<file path="config.mk">
export PLATFORM = sky130hd
export DESIGN_NAME = image_spike_removal_filter
export DESIGN_NICKNAME = d
export VERILOG_FILES = /design/src/hw/rtl/isrf_pkg.sv /design/src/hw/rtl/image_spike_removal_filter.sv /design/src/hw/rtl/isrf_line_ram.sv /design/src/hw/rtl/isrf_nb_unit.sv
export SDC_FILE = /design/constraint.sdc
export NUM_CORES = 1
export LEC_CHECK = 0
export ABC_AREA = 0
export BUFFER_PORTS_ARGS = -buffer_cell sky130_fd_sc_hd__buf_4
export CORE_MARGIN = 4
export CORE_UTILIZATION = 40
export CTS_CLUSTER_DIAMETER = 30
export DETAILED_ROUTE_END_ITERATION = 10
export PLACE_DENSITY = 0.54
export SYNTH_ARGS = -nofsm -noshare
export SYNTH_HDL_FRONTEND = slang
export SYNTH_HIERARCHICAL = 1
export SYNTH_SLANG_ARGS = --single-unit
</file>
<file path="constraint.sdc">
create_clock -name i_clk -period 11 [get_ports i_clk]
set_input_delay 2.2 -clock i_clk [delete_from_list [all_inputs] [get_ports i_clk]]
set_output_delay 2.2 -clock i_clk [all_outputs]
set_load 0.02 [all_outputs]
</file>
<file path="src/hw/rtl/isrf_pkg.sv">
// Package for the image spike removal filter: frame geometry, derived widths,
// sequencer state type and the control struct for the neighbour unit.
// No dependencies.
package isrf_pkg;

    localparam int FRAME_WIDTH  = 16;
    localparam int FRAME_HEIGHT = 16;

    localparam int PIX_W = 4;
    localparam int COL_W = $clog2(FRAME_WIDTH);
    localparam int ROW_W = $clog2(FRAME_HEIGHT);
    localparam int SUM_W = 6;
    localparam int CNT_W = 3;

    localparam logic [PIX_W-1:0] MARGIN_RESET = PIX_W'(1);

    typedef enum logic [2:0] {
        ST_IDLE,
        ST_READ,
        ST_CTR,
        ST_LEFT,
        ST_RIGHT,
        ST_BELOW,
        ST_EMIT
    } t_state;

    typedef struct packed {
        logic             clear;
        logic             feed;
        logic             have;
        logic [PIX_W-1:0] nb;
        logic [PIX_W-1:0] center;
    } t_nb_ctrl;

endpackage

</file>
<file path="src/hw/rtl/image_spike_removal_filter.sv">
// Top level of the image spike removal filter (4-neighbour mean).
// Holds the sequencer, counters and output register; uses isrf_pkg,
// isrf_line_ram and isrf_nb_unit.
//
//  Channel   Direction  Handshake                         Payload
//  pixel     in         i_pixel_valid / o_pixel_ready     i_pixel
//  result    out        o_result_valid / i_result_ready   o_filtered_pixel,
//                                                         o_last_in_run, o_end_of_frame
//  config    in         i_spike_margin_we (no wait)       i_spike_margin
//
// A row-0 pixel is written to the middle line store at acceptance and ready
// stays high. A pixel of a later row is accepted, then passes six sequencer
// steps (read both line stores, read the right neighbour, then one neighbour
// per cycle through the shared unit, emit) with ready low. The bottom-right
// pixel adds a flush of the last row, one pass of those steps per column.
// Reset is synchronous, active low; it clears control state and sets the margin
// to 1. Line store contents are undefined until written. The emit step waits
// while the output register holds a request the sink has not taken.
module image_spike_removal_filter (
    input  logic                       i_clk,
    input  logic                       i_rst_n,
    input  logic                       i_pixel_valid,
    output logic                       o_pixel_ready,
    input  logic [isrf_pkg::PIX_W-1:0] i_pixel,
    output logic                       o_result_valid,
    input  logic                       i_result_ready,
    output logic [isrf_pkg::PIX_W-1:0] o_filtered_pixel,
    output logic                       o_last_in_run,
    output logic                       o_end_of_frame,
    input  logic                       i_spike_margin_we,
    input  logic [isrf_pkg::PIX_W-1:0] i_spike_margin
);

    localparam logic [isrf_pkg::COL_W-1:0] COL_LAST = isrf_pkg::COL_W'(isrf_pkg::FRAME_WIDTH - 1);
    localparam logic [isrf_pkg::ROW_W-1:0] ROW_LAST = isrf_pkg::ROW_W'(isrf_pkg::FRAME_HEIGHT - 1);

    isrf_pkg::t_state r_state, n_state;

    logic [isrf_pkg::COL_W-1:0] r_col, n_col;
    logic [isrf_pkg::ROW_W-1:0] r_row, n_row;
    logic                       r_flush, n_flush;
    logic [isrf_pkg::PIX_W-1:0] r_left, n_left;
    logic [isrf_pkg::PIX_W-1:0] r_pix, n_pix;
    logic [isrf_pkg::PIX_W-1:0] r_center, n_center;
    logic [isrf_pkg::PIX_W-1:0] r_margin;

    logic                       r_out_valid, n_out_valid;
    logic [isrf_pkg::PIX_W-1:0] r_out_pix, n_out_pix;
    logic                       r_out_last, n_out_last;
    logic                       r_out_eof, n_out_eof;

    // Line store ports
    logic                       w_up_we, w_up_re;
    logic [isrf_pkg::COL_W-1:0] w_up_raddr;
    logic [isrf_pkg::PIX_W-1:0] w_up_rdata;
    logic                       w_mid_we, w_mid_re;
    logic [isrf_pkg::COL_W-1:0] w_mid_waddr, w_mid_raddr;
    logic [isrf_pkg::PIX_W-1:0] w_mid_wdata, w_mid_rdata;

    isrf_pkg::t_nb_ctrl         w_ctrl;
    logic [isrf_pkg::PIX_W-1:0] w_filt;

    logic w_accept;
    logic w_col_last;
    logic w_emit_go;
    logic [isrf_pkg::COL_W-1:0] w_right_addr;

    assign w_accept     = i_pixel_valid && o_pixel_ready;
    assign w_col_last   = (r_col == COL_LAST);
    assign w_emit_go    = !r_out_valid || i_result_ready;
    assign w_right_addr = w_col_last ? '0 : r_col + isrf_pkg::COL_W'(1);

    // Upper store: filtered values of the row above; middle: original values.
    isrf_line_ram u_upper (
        .i_clk   (i_clk),
        .i_we    (w_up_we),
        .i_waddr (r_col),
        .i_wdata (w_filt),
        .i_re    (w_up_re),
        .i_raddr (w_up_raddr),
        .o_rdata (w_up_rdata)
    );

    isrf_line_ram u_middle (
        .i_clk   (i_clk),
        .i_we    (w_mid_we),
        .i_waddr (w_mid_waddr),
        .i_wdata (w_mid_wdata),
        .i_re    (w_mid_re),
        .i_raddr (w_mid_raddr),
        .o_rdata (w_mid_rdata)
    );

    isrf_nb_unit u_nb (
        .i_clk    (i_clk),
        .i_rst_n  (i_rst_n),
        .i_ctrl   (w_ctrl),
        .i_margin (r_margin),
        .o_result (w_filt)
    );

    always_ff @(posedge i_clk) begin
        if (!i_rst_n) begin
            r_state     <= isrf_pkg::ST_IDLE;
            r_col       <= '0;
            r_row       <= '0;
            r_flush     <= 1'b0;
            r_left      <= '0;
            r_margin    <= isrf_pkg::MARGIN_RESET;
            r_out_valid <= 1'b0;
        end else begin
            r_state     <= n_state;
            r_col       <= n_col;
            r_row       <= n_row;
            r_flush     <= n_flush;
            r_left      <= n_left;
            r_out_valid <= n_out_valid;
            if (i_spike_margin_we) begin
                r_margin <= i_spike_margin;
            end
        end
    end

    // Payload registers need no reset.
    always_ff @(posedge i_clk) begin
        r_pix      <= n_pix;
        r_center   <= n_center;
        r_out_pix  <= n_out_pix;
        r_out_last <= n_out_last;
        r_out_eof  <= n_out_eof;
    end

    always_comb begin
        n_state     = r_state;
        n_col       = r_col;
        n_row       = r_row;
        n_flush     = r_flush;
        n_left      = r_left;
        n_pix       = r_pix;
        n_center    = r_center;
        n_out_valid = r_out_valid;
        n_out_pix   = r_out_pix;
        n_out_last  = r_out_last;
        n_out_eof   = r_out_eof;

        o_pixel_ready = 1'b0;

        w_up_we     = 1'b0;
        w_up_re     = 1'b0;
        w_up_raddr  = r_col;
        w_mid_we    = 1'b0;
        w_mid_waddr = r_col;
        w_mid_wdata = r_pix;
        w_mid_re    = 1'b0;
        w_mid_raddr = r_col;

        w_ctrl.clear  = 1'b0;
        w_ctrl.feed   = 1'b0;
        w_ctrl.have   = 1'b0;
        w_ctrl.nb     = r_left;
        w_ctrl.center = r_center;

        // Drop the request once the sink takes it.
        if (r_out_valid && i_result_ready) begin
            n_out_valid = 1'b0;
        end

        unique case (r_state)
            isrf_pkg::ST_IDLE: begin
                o_pixel_ready = 1'b1;
                if (w_accept) begin
                    n_pix = i_pixel;
                    if (r_row == '0) begin
                        // First row only fills the middle store.
                        w_mid_we    = 1'b1;
                        w_mid_wdata = i_pixel;
                        n_col       = w_col_last ? '0 : r_col + isrf_pkg::COL_W'(1);
                        if (w_col_last) begin
                            n_row = r_row + isrf_pkg::ROW_W'(1);
                        end
                    end else begin
                        n_state = isrf_pkg::ST_READ;
                    end
                end
            end
            isrf_pkg::ST_READ: begin
                // Fetch upper and center; clear the unit.
                w_up_re      = 1'b1;
                w_mid_re     = 1'b1;
                w_ctrl.clear = 1'b1;
                n_state      = isrf_pkg::ST_CTR;
            end
            isrf_pkg::ST_CTR: begin
                // Hold center, fetch right neighbour, feed upper.
                n_center      = w_mid_rdata;
                w_mid_re      = 1'b1;
                w_mid_raddr   = w_right_addr;
                w_ctrl.center = w_mid_rdata;
                w_ctrl.feed   = 1'b1;
                w_ctrl.have   = r_flush || (r_row > isrf_pkg::ROW_W'(1));
                w_ctrl.nb     = w_up_rdata;
                n_state       = isrf_pkg::ST_LEFT;
            end
            isrf_pkg::ST_LEFT: begin
                w_ctrl.feed = 1'b1;
                w_ctrl.have = (r_col != '0);
                w_ctrl.nb   = r_left;
                n_state     = isrf_pkg::ST_RIGHT;
            end
            isrf_pkg::ST_RIGHT: begin
                w_ctrl.feed = 1'b1;
                w_ctrl.have = !w_col_last;
                w_ctrl.nb   = w_mid_rdata;
                n_state     = isrf_pkg::ST_BELOW;
            end
            isrf_pkg::ST_BELOW: begin
                // Lower neighbour is the incoming pixel; none during flush.
                w_ctrl.feed = 1'b1;
                w_ctrl.have = !r_flush;
                w_ctrl.nb   = r_pix;
                n_state     = isrf_pkg::ST_EMIT;
            end
            isrf_pkg::ST_EMIT: begin
                if (w_emit_go) begin
                    w_up_we     = 1'b1;
                    n_left      = w_filt;
                    n_out_valid = 1'b1;
                    n_out_pix   = w_filt;
                    if (r_flush) begin
                        n_out_last = w_col_last;
                        n_out_eof  = w_col_last;
                        if (w_col_last) begin
                            // Frame done: restart positions.
                            n_col   = '0;
                            n_row   = '0;
                            n_flush = 1'b0;
                            n_state = isrf_pkg::ST_IDLE;
                        end else begin
                            n_col   = r_col + isrf_pkg::COL_W'(1);
                            n_state = isrf_pkg::ST_READ;
                        end
                    end else begin
                        w_mid_we   = 1'b1;
                        n_out_eof  = 1'b0;
                        n_out_last = !(w_col_last && (r_row == ROW_LAST));
                        n_col      = w_col_last ? '0 : r_col + isrf_pkg::COL_W'(1);
                        if (w_col_last && (r_row == ROW_LAST)) begin
                            // Bottom-right pixel: flush the last row.
                            n_flush = 1'b1;
                            n_state = isrf_pkg::ST_READ;
                        end else begin
                            if (w_col_last) begin
                                n_row = r_row + isrf_pkg::ROW_W'(1);
                            end
                            n_state = isrf_pkg::ST_IDLE;
                        end
                    end
                end
            end
            default: begin
                n_state = isrf_pkg::ST_IDLE;
            end
        endcase
    end

    assign o_result_valid   = r_out_valid;
    assign o_filtered_pixel = r_out_pix;
    assign o_last_in_run    = r_out_last;
    assign o_end_of_frame   = r_out_eof;

endmodule

</file>
<file path="src/hw/rtl/isrf_line_ram.sv">
// Line store for the spike filter: one row of pixels, one write and one
// registered read port. Depends on isrf_pkg.
module isrf_line_ram (
    input  logic                       i_clk,
    input  logic                       i_we,
    input  logic [isrf_pkg::COL_W-1:0] i_waddr,
    input  logic [isrf_pkg::PIX_W-1:0] i_wdata,
    input  logic                       i_re,
    input  logic [isrf_pkg::COL_W-1:0] i_raddr,
    output logic [isrf_pkg::PIX_W-1:0] o_rdata
);

    logic [isrf_pkg::PIX_W-1:0] r_mem [isrf_pkg::FRAME_WIDTH];
    logic [isrf_pkg::PIX_W-1:0] r_rdata;

    always_ff @(posedge i_clk) begin
        if (i_we) begin
            r_mem[i_waddr] <= i_wdata;
        end
    end

    always_ff @(posedge i_clk) begin
        if (i_re) begin
            r_rdata <= r_mem[i_raddr];
        end
    end

    assign o_rdata = r_rdata;

endmodule

</file>
<file path="src/hw/rtl/isrf_nb_unit.sv">
// Shared neighbour unit: takes one neighbour a cycle, accumulates sum, count
// and the spike flag, and gives the filtered value. Depends on isrf_pkg.
module isrf_nb_unit (
    input  logic                       i_clk,
    input  logic                       i_rst_n,
    input  isrf_pkg::t_nb_ctrl         i_ctrl,
    input  logic [isrf_pkg::PIX_W-1:0] i_margin,
    output logic [isrf_pkg::PIX_W-1:0] o_result
);

    logic [isrf_pkg::SUM_W-1:0] r_sum;
    logic [isrf_pkg::CNT_W-1:0] r_cnt;
    logic                       r_spike;
    logic                       w_over;
    logic [11:0]                w_third;
    logic [isrf_pkg::PIX_W-1:0] w_mean;

    // Spike test: center above neighbour by more than the margin.
    assign w_over = (i_ctrl.center > i_ctrl.nb) &&
                    ((i_ctrl.center - i_ctrl.nb) > i_margin);

    always_ff @(posedge i_clk) begin
        if (!i_rst_n) begin
            r_sum   <= '0;
            r_cnt   <= '0;
            r_spike <= 1'b0;
        end else if (i_ctrl.clear) begin
            r_sum   <= '0;
            r_cnt   <= '0;
            r_spike <= 1'b0;
        end else if (i_ctrl.feed && i_ctrl.have) begin
            r_sum   <= r_sum + {{(isrf_pkg::SUM_W-isrf_pkg::PIX_W){1'b0}}, i_ctrl.nb};
            r_cnt   <= r_cnt + isrf_pkg::CNT_W'(1);
            r_spike <= r_spike | w_over;
        end
    end

    // Divide by three as multiply by 43/128, exact for sums up to 63.
    assign w_third = {6'd0, r_sum} * 12'd43;

    always_comb begin
        case (r_cnt)
            3'd2:    w_mean = r_sum[isrf_pkg::PIX_W:1];
            3'd3:    w_mean = w_third[10:7];
            3'd4:    w_mean = r_sum[isrf_pkg::PIX_W+1:2];
            default: w_mean = r_sum[isrf_pkg::PIX_W-1:0];
        endcase
    end

    assign o_result = (r_spike && (r_cnt != '0)) ? w_mean : i_ctrl.center;

endmodule

</file>
**Word level (Yosys, flattened, before mapping)**

Memory sizes are Yosys's and may differ from the RTL's. A register that Yosys moved wholly into a read port is not among the register bits.
Index checks and enable logic that the tools add are counted.

- Multipliers: 1
- Mux-type cells: 49
- $lt $le $gt $ge: 3
- Equality and inequality tests: 17
- Add/sub/neg operators: 5
- Reduce and logical (&&, ||, !) cells: 24
- Bitwise gates (word level): 2

Operators with widths:

| operator | count |
|---|---|
| 2-to-1 mux 4 bit | 17 |
| case mux 6 bit (4 select lines) | 1 |
| 2-to-1 mux 1 bit | 22 |
| case mux 3 bit (7 select lines) | 1 |
| case mux 4 bit (2 select lines) | 2 |
| == test 3 x 2 -> 1 bit, second input constant | 4 |
| == test 3 bit, second input constant | 4 |
| 2-to-1 mux 3 bit | 4 |
| case mux 4 bit (3 select lines) | 1 |
| multiplier 6 x 6 -> 11 bit, second input constant | 1 |
| adder 4 x 1 -> 4 bit, second input constant | 2 |
| == test 4 bit, second input constant | 2 |
| greater-than comparator 4 bit | 2 |
| inequality test 2 bit, second input constant | 4 |
| adder 6 x 4 -> 6 bit | 1 |
| logical AND 1 bit | 6 |
| inequality test 3 bit, second input constant | 2 |
| AND reduction 6 bit | 1 |
| greater-than comparator 4 x 1 -> 1 bit, second input constant | 1 |
| logical NOT 1 bit | 4 |
| logical NOT 4 bit | 1 |
| AND reduction 2 bit | 2 |
| AND reduction 4 bit | 1 |
| nonzero test 4 bit | 1 |
| other kinds (12) | 14 |

- Register bits after elaboration: 45
- Memories kept: 2
- Logic and storage cells: 118
- Input bits: 13
- Output and inout bits: 8
- RAM bits: 128

Memory list:

| name | depth | bits a word | read ports | clocked after Yosys merged registers in | write ports | RTL line | RTL |
|---|---|---|---|---|---|---|---|
| u_middle.r_mem | 16 | 4 | 1 | 1 | 1 | isrf_line_ram.sv:13 | `logic [isrf_pkg::PIX_W-1:0] r_mem [isrf_pkg::FRAME_WIDTH];` |
| u_upper.r_mem | 16 | 4 | 1 | 1 | 1 | isrf_line_ram.sv:13 |  |

**Longest topological paths before layout**

- Word-level depth: 7
- Depth in mapped cells: 15
- Depth with buffers taken out: 13

**By module**

Netlist, hierarchy kept.

Modules (own cells, without submodules):

| module | times used | sequential area each (um^2) | cells an instance | area an instance (um^2) |
|---|---|---|---|---|
| isrf_line_ram | 2 | 2042.0 | 130 | 2706.3 |
| image_spike_removal_filter | 1 | 800.8 | 200 | 1846.8 |
| isrf_nb_unit | 1 | 200.2 | 198 | 1661.6 |

**Least setup slack after synthesis**

No wires, ideal clock.

- Path kind: input-to-reg
- Start: input i_pixel_valid
- End: memory u_middle/r_mem[0][0] (netlist name) (enable)
- Slack: 6728 ps
- Data required time: 10639 ps
- Cell stages on the path: 5
- Path buffers: 0
- Arrival time: 3911 ps
- Path through: or4b_4 a2bb2oi_2 nor2_1 or3b_2 nor3_1

- Cells in the longest elaborated chain, start to end: 5

RTL lines:

| item | RTL line | RTL |
|---|---|---|
| start, declared | image_spike_removal_filter.sv:22 | `input logic i_pixel_valid,` |
| logical AND 1 bit | image_spike_removal_filter.sv:68 | `assign w_accept = i_pixel_valid && o_pixel_ready;` |
| 2-to-1 mux 1 bit | image_spike_removal_filter.sv:171 | `if (w_accept) begin` |
| case mux 1 bit (2 select lines) | image_spike_removal_filter.sv:168 | `unique case (r_state)` |
| named net w_mid_we | image_spike_removal_filter.sv:56 | `logic w_mid_we, w_mid_re;` |
| 2-to-1 mux 1 bit | isrf_line_ram.sv:17 | `if (i_we) begin` |
| 2-to-1 mux 1 bit (implied by the code) | isrf_line_ram.sv:18 | `r_mem[i_waddr] <= i_wdata;` |
| end, declared | isrf_line_ram.sv:13 |  |

The timed path passes the listed nets, and every way through them passes these cells.

**Worst setup path in the final report**

- Start: register u_nb/r_sum[3] (netlist name)
- End: register r_left[1] (netlist name)

- Cells in the longest elaborated chain, start to end: 3

RTL lines:

| item | RTL line | RTL |
|---|---|---|
| start, declared | isrf_nb_unit.sv:11 | `logic [isrf_pkg::SUM_W-1:0] r_sum;` |
| start signal, assigned | isrf_nb_unit.sv:32 | `r_sum <= r_sum + {{(isrf_pkg::SUM_W-isrf_pkg::PIX_W){1'b0}}, i_ctrl.nb};` |
| multiplier 6 x 6 -> 11 bit | isrf_nb_unit.sv:39 | `assign w_third = {6'd0, r_sum} * 12'd43;` |
| case mux 4 bit (3 select lines) * | isrf_nb_unit.sv:42 | `case (r_cnt)` |
| 2-to-1 mux 4 bit * | isrf_nb_unit.sv:50 | `assign o_result = (r_spike && (r_cnt != '0)) ? w_mean : i_ctrl.center;` |
| named net w_filt (one bit) | image_spike_removal_filter.sv:61 | `logic [isrf_pkg::PIX_W-1:0] w_filt;` |
| end signal, assigned | image_spike_removal_filter.sv:116 | `r_left <= n_left;` |
| end, declared | image_spike_removal_filter.sv:42 | `logic [isrf_pkg::PIX_W-1:0] r_left, n_left;` |

The timed path passes the listed nets; every way through them passes the cells marked *.
A chain may end at the register's enable or synchronous reset.

==> summary.md <==
| Metric | Value |
|---|---|
| Outcome | complete, no violations |
| Antenna cells | 0 |
| Core area | 21,900 µm² |
| # IOs | 21 |
| Max VDD drop | 0.101 mV |
| Nets@finish | 742 |
| Initial antenna violation count | 0 |
| DR vias/cell | 5.64 |
| WL final | 19.1 mm |
| Final number of hold-violating endpoints | 0 |
| Cts hold-fix bufs | 0 |
| Setup_tns | 0 ns |
| Die height | 157 µm |
| EDFF count, synth | 146 |
| Placed Cells | 939 |
| Compound-Gate Fraction of Synth Area | 7.88% |
| Met2 Resource Use GR | 25.4% |
| FF+latch area | 5080 µm² |
| Tmin final | 4.46 ns |
| Rows | 54 |
| Distinct cell type count after synthesis | 68 |
| # DRC | 0 |
| Clk sinks | 181 |
| Fin util | 45.3% |
| Data arrival time of the critical path | 4.79 ns |
| LEAKAGE | 3.52 nW |
| Fillers | 1,957 |
| Critical Path Sink Type | flip-flop |
| CTS H-tree lvls | 4 |
| Post-route ant nets | 0 |
| Maxcap violations | 0 |
| Post-Layout Cell Count | 971 |
| Clock tree buffer depth | 2 |
| Combined area of the multi-input logic cells | 3540 µm² |
| Final GP Congestion | 0.829 |
| Worst clock skew | 0.0129 ns |
| Synth Area in Simple Gates | 10.6% |
| First-pass GRT wire length | 30.4 mm |
| Wire per inst | 19.7 µm |
| GRT busiest layer | met2 |
| Initial Util | 40.8% |
| Vias in the first global route | 5,495 |
| Clock slew at reported path FFs | 0.08 ns |
| DRT iter0 DRCs | 496 |
| CTS tree | yes |
| PD cells | 154 nW/µm² |
| GRT Overall Usage | 16.0% |
| Post-synthesis mux area share | 12.3% |
| Synth Net Count | 722 |
| Buffers on Ports | 20 |
| Adder-cell share of the synthesized area | 7.66% |
| Post-CTS Resized | 0 |
| Worst-Skew Late Latency | 0.43 ns |
| Final Setup Violations | 0 |
| Layout area overhead | 11.3% |
| Total CTS buffers | 17 |
| Fmax | 224 MHz |
| Startpoint types | flip-flop |
| Register area share after synthesis | 57.0% |
| Number of synthesis warnings | 6 |
| Met3 Use GR | 3.57% |
| Worst rel slew slack | 18.1% |
| Average size of a mapped cell | 13.6 µm² |
| Total congestion overflow | 0 |
| Vias | 5,477 |
| Crit path kind | reg2reg |
| RSZ-0062 raised after global routing | no |
| Die width | 157 µm |
| Hpwl dp | 13.5 mm |
| Top_reg_cell synth | edfxtp_1 |
| Share of cells above drive strength 1 | 10.6% |
| Root buffer cell | clkbuf_16 |
| Crit Path Max Fanout | 18 |
| Hold Slack | 0.471 ns |
| DIE AREA | 24,800 µm² |
| # Post-CTS Setup Buffers | 0 |
| Synth Instances | 658 |
| Initial DRT Pass Iterations | 5 |
| Tcrit/Tclk final | 40.5% |
| Largest net degree at the start of global routing | 38 |
| FF+latch count, synth | 181 |
| Routing usage on met1 | 22.6% |
| Post-Syn Area | 8920 µm² |
| XOR/XNOR Fraction of Synth Area | 1.18% |
| Worst hold path class | reg2reg |
| Max Slew Vio Count | 0 |
| Worst EP required | 11.34 ns |
| Tightest Pin Transition | 1.22 ns |
| Largest family of logic cells by synthesized area | multiplexers |
| Async set or reset register ratio after synthesis | 0% |
## cell families (layout without fill, tap and decap cells)
kind of cell | count (synthesis) | in the layout
and+or+nand+nor | 188 | 188
DFF | 181 | 181
AOI/OAI and AO/OA | 104 | 104
buffers and inverters | 64 | 97
muxes | 58 | 58
adders and majority gates | 51 | 51
xor gates and xnor gates | 12 | 12
## registers in the layout, summed over array words and instances, names as in the netlist, 3 cells and up
| register | cells |
|---|---|
| u_middle/o_rdata | 4 |
| u_upper/r_mem | 64 |
| u_nb/r_sum | 6 |
| u_nb/r_cnt | 3 |
| r_margin | 4 |
| o_filtered_pixel | 4 |
| r_state | 3 |
| r_pix | 4 |
| r_center | 4 |
| r_left | 4 |
| u_upper/o_rdata | 4 |
| u_middle/r_mem | 64 |
| r_col | 4 |
| r_row | 4 |
## cells in the final DEF (no fill, tap or decap), types with 3 or more instances in the layout
cell type / n
a21o_1: 8
nor4_1: 3
a21oi_1: 21
xor2_1: 6
ha_1: 45
inv_8: 3
a211oi_1: 8
nor2_1: 48
fa_1: 6
edfxtp_1: 146
clkbuf_16: 17
nand2_1: 48
clkinv_4: 4
mux2_1: 8
inv_1: 38
dfxtp_1: 35
xnor2_1: 6
mux4_1: 28
nand2b_1: 6
nand3_1: 24
nand3b_1: 7
or3b_2: 3
inv_6: 3
mux4_2: 4
or3_1: 4
clkinv_8: 4
nor2b_1: 10
and3_1: 5
buf_4: 25
o221ai_1: 3
o21ai_0: 28
a22oi_1: 10
mux2i_1: 17
nor3_1: 13
## critical path, stage by stage, from the launching register on
cell	delay (ns)
dfxtp_1	0.57
ha_1	0.31
inv_1	0.08
fa_1	0.43
fa_1	0.55
inv_1	0.04
ha_1	0.34
and4_4	0.20
a221oi_4	0.32
o21bai_1	0.11
xnor2_1	0.13
o21ai_1	0.94
nand2_1	0.13
a21oi_1	0.17
## cell usage after synthesis, types with 3 or more instances
master,n,area (µm²)
nor2_1,48,180
nor4_1,3,18.8
fa_1,6,120
edfxtp_1,146,4380
nand2b_1,6,37.5
a21oi_1,21,105
and3_1,5,31.3
xnor2_1,6,52.6
nand3_1,24,120
or3b_2,3,26.3
o221ai_1,3,26.3
nand2_1,48,180
mux2i_1,17,170
xor2_1,6,52.6
a21o_1,8,60.1
ha_1,45,563
inv_1,38,143
o21ai_0,29,145
nor2b_1,10,62.6
or3_1,4,25.0
mux4_2,4,90.1
nor3_1,13,65.1
mux4_1,28,736
clkbuf_1,10,37.5
buf_2,9,45.0
a22oi_1,10,75.1
dfxtp_1,35,701
nand3b_1,7,52.6
a211oi_1,8,60.1
mux2_1,8,90.1
## path summary, 6_finish.rpt
| path | slack (ns) | end | cells past startpoint | start |
|---|---|---|---|---|
| setup / recovery | 6.54 | r_left[1]$_SDFFE_PN0P_ | 13 | u_nb/r_sum[3]$_SDFFE_PP0P_ |
| hold / removal | 0.47 | r_center[0]$_DFF_P_ | 1 | r_center[0]$_DFF_P_ |
| setup reg to reg | 6.54 | r_left[1]$_SDFFE_PN0P_ | 13 | u_nb/r_sum[3]$_SDFFE_PP0P_ |
| hold reg to reg | 0.47 | r_center[0]$_DFF_P_ | 1 | r_center[0]$_DFF_P_ |
## metrics by stage
| stage | worst slack, ns | power, mW | area [µm²] |
|---|---|---|---|
| after floorplan | 6.73 | 0.889 | 8920 |
| after global placement | 6.33 | 0.934 | 9310 |
| after detailed placement | 6.20 | 0.940 | 9310 |
| after CTS | 6.47 | 1.55 | 9930 |
| after global routing | 6.13 | 1.60 | 9930 |
| final | 6.54 | 1.53 | 9930 |
## power by group
group,internal [mW],switching [mW]
Clock,0.328,0.283
Combinational,0.0531,0.0906
Sequential,0.774,0.00333
## per-layer routing
metal  part of all wire [%]  routed length [µm]
met1                     47                8880
met2                     47                8920
met4                    1.1                 217
met3                    5.6                1070
met5                      0                   0
## area by class of cell
| type | instances | share of cell area, % |
|---|---|---|
| Sequential cell | 181 | 51.2 |
| Multi-Input combinational cell | 413 | 35.6 |
| Tap cell | 280 | 3.53 |
| Timing Repair Buffer | 25 | 1.89 |
| Clock buffer | 17 | 4.29 |
| Inverter | 40 | 1.51 |
| Clock inverter | 15 | 1.92 |
No activity file was read; power rests on OpenSTA's default activity.
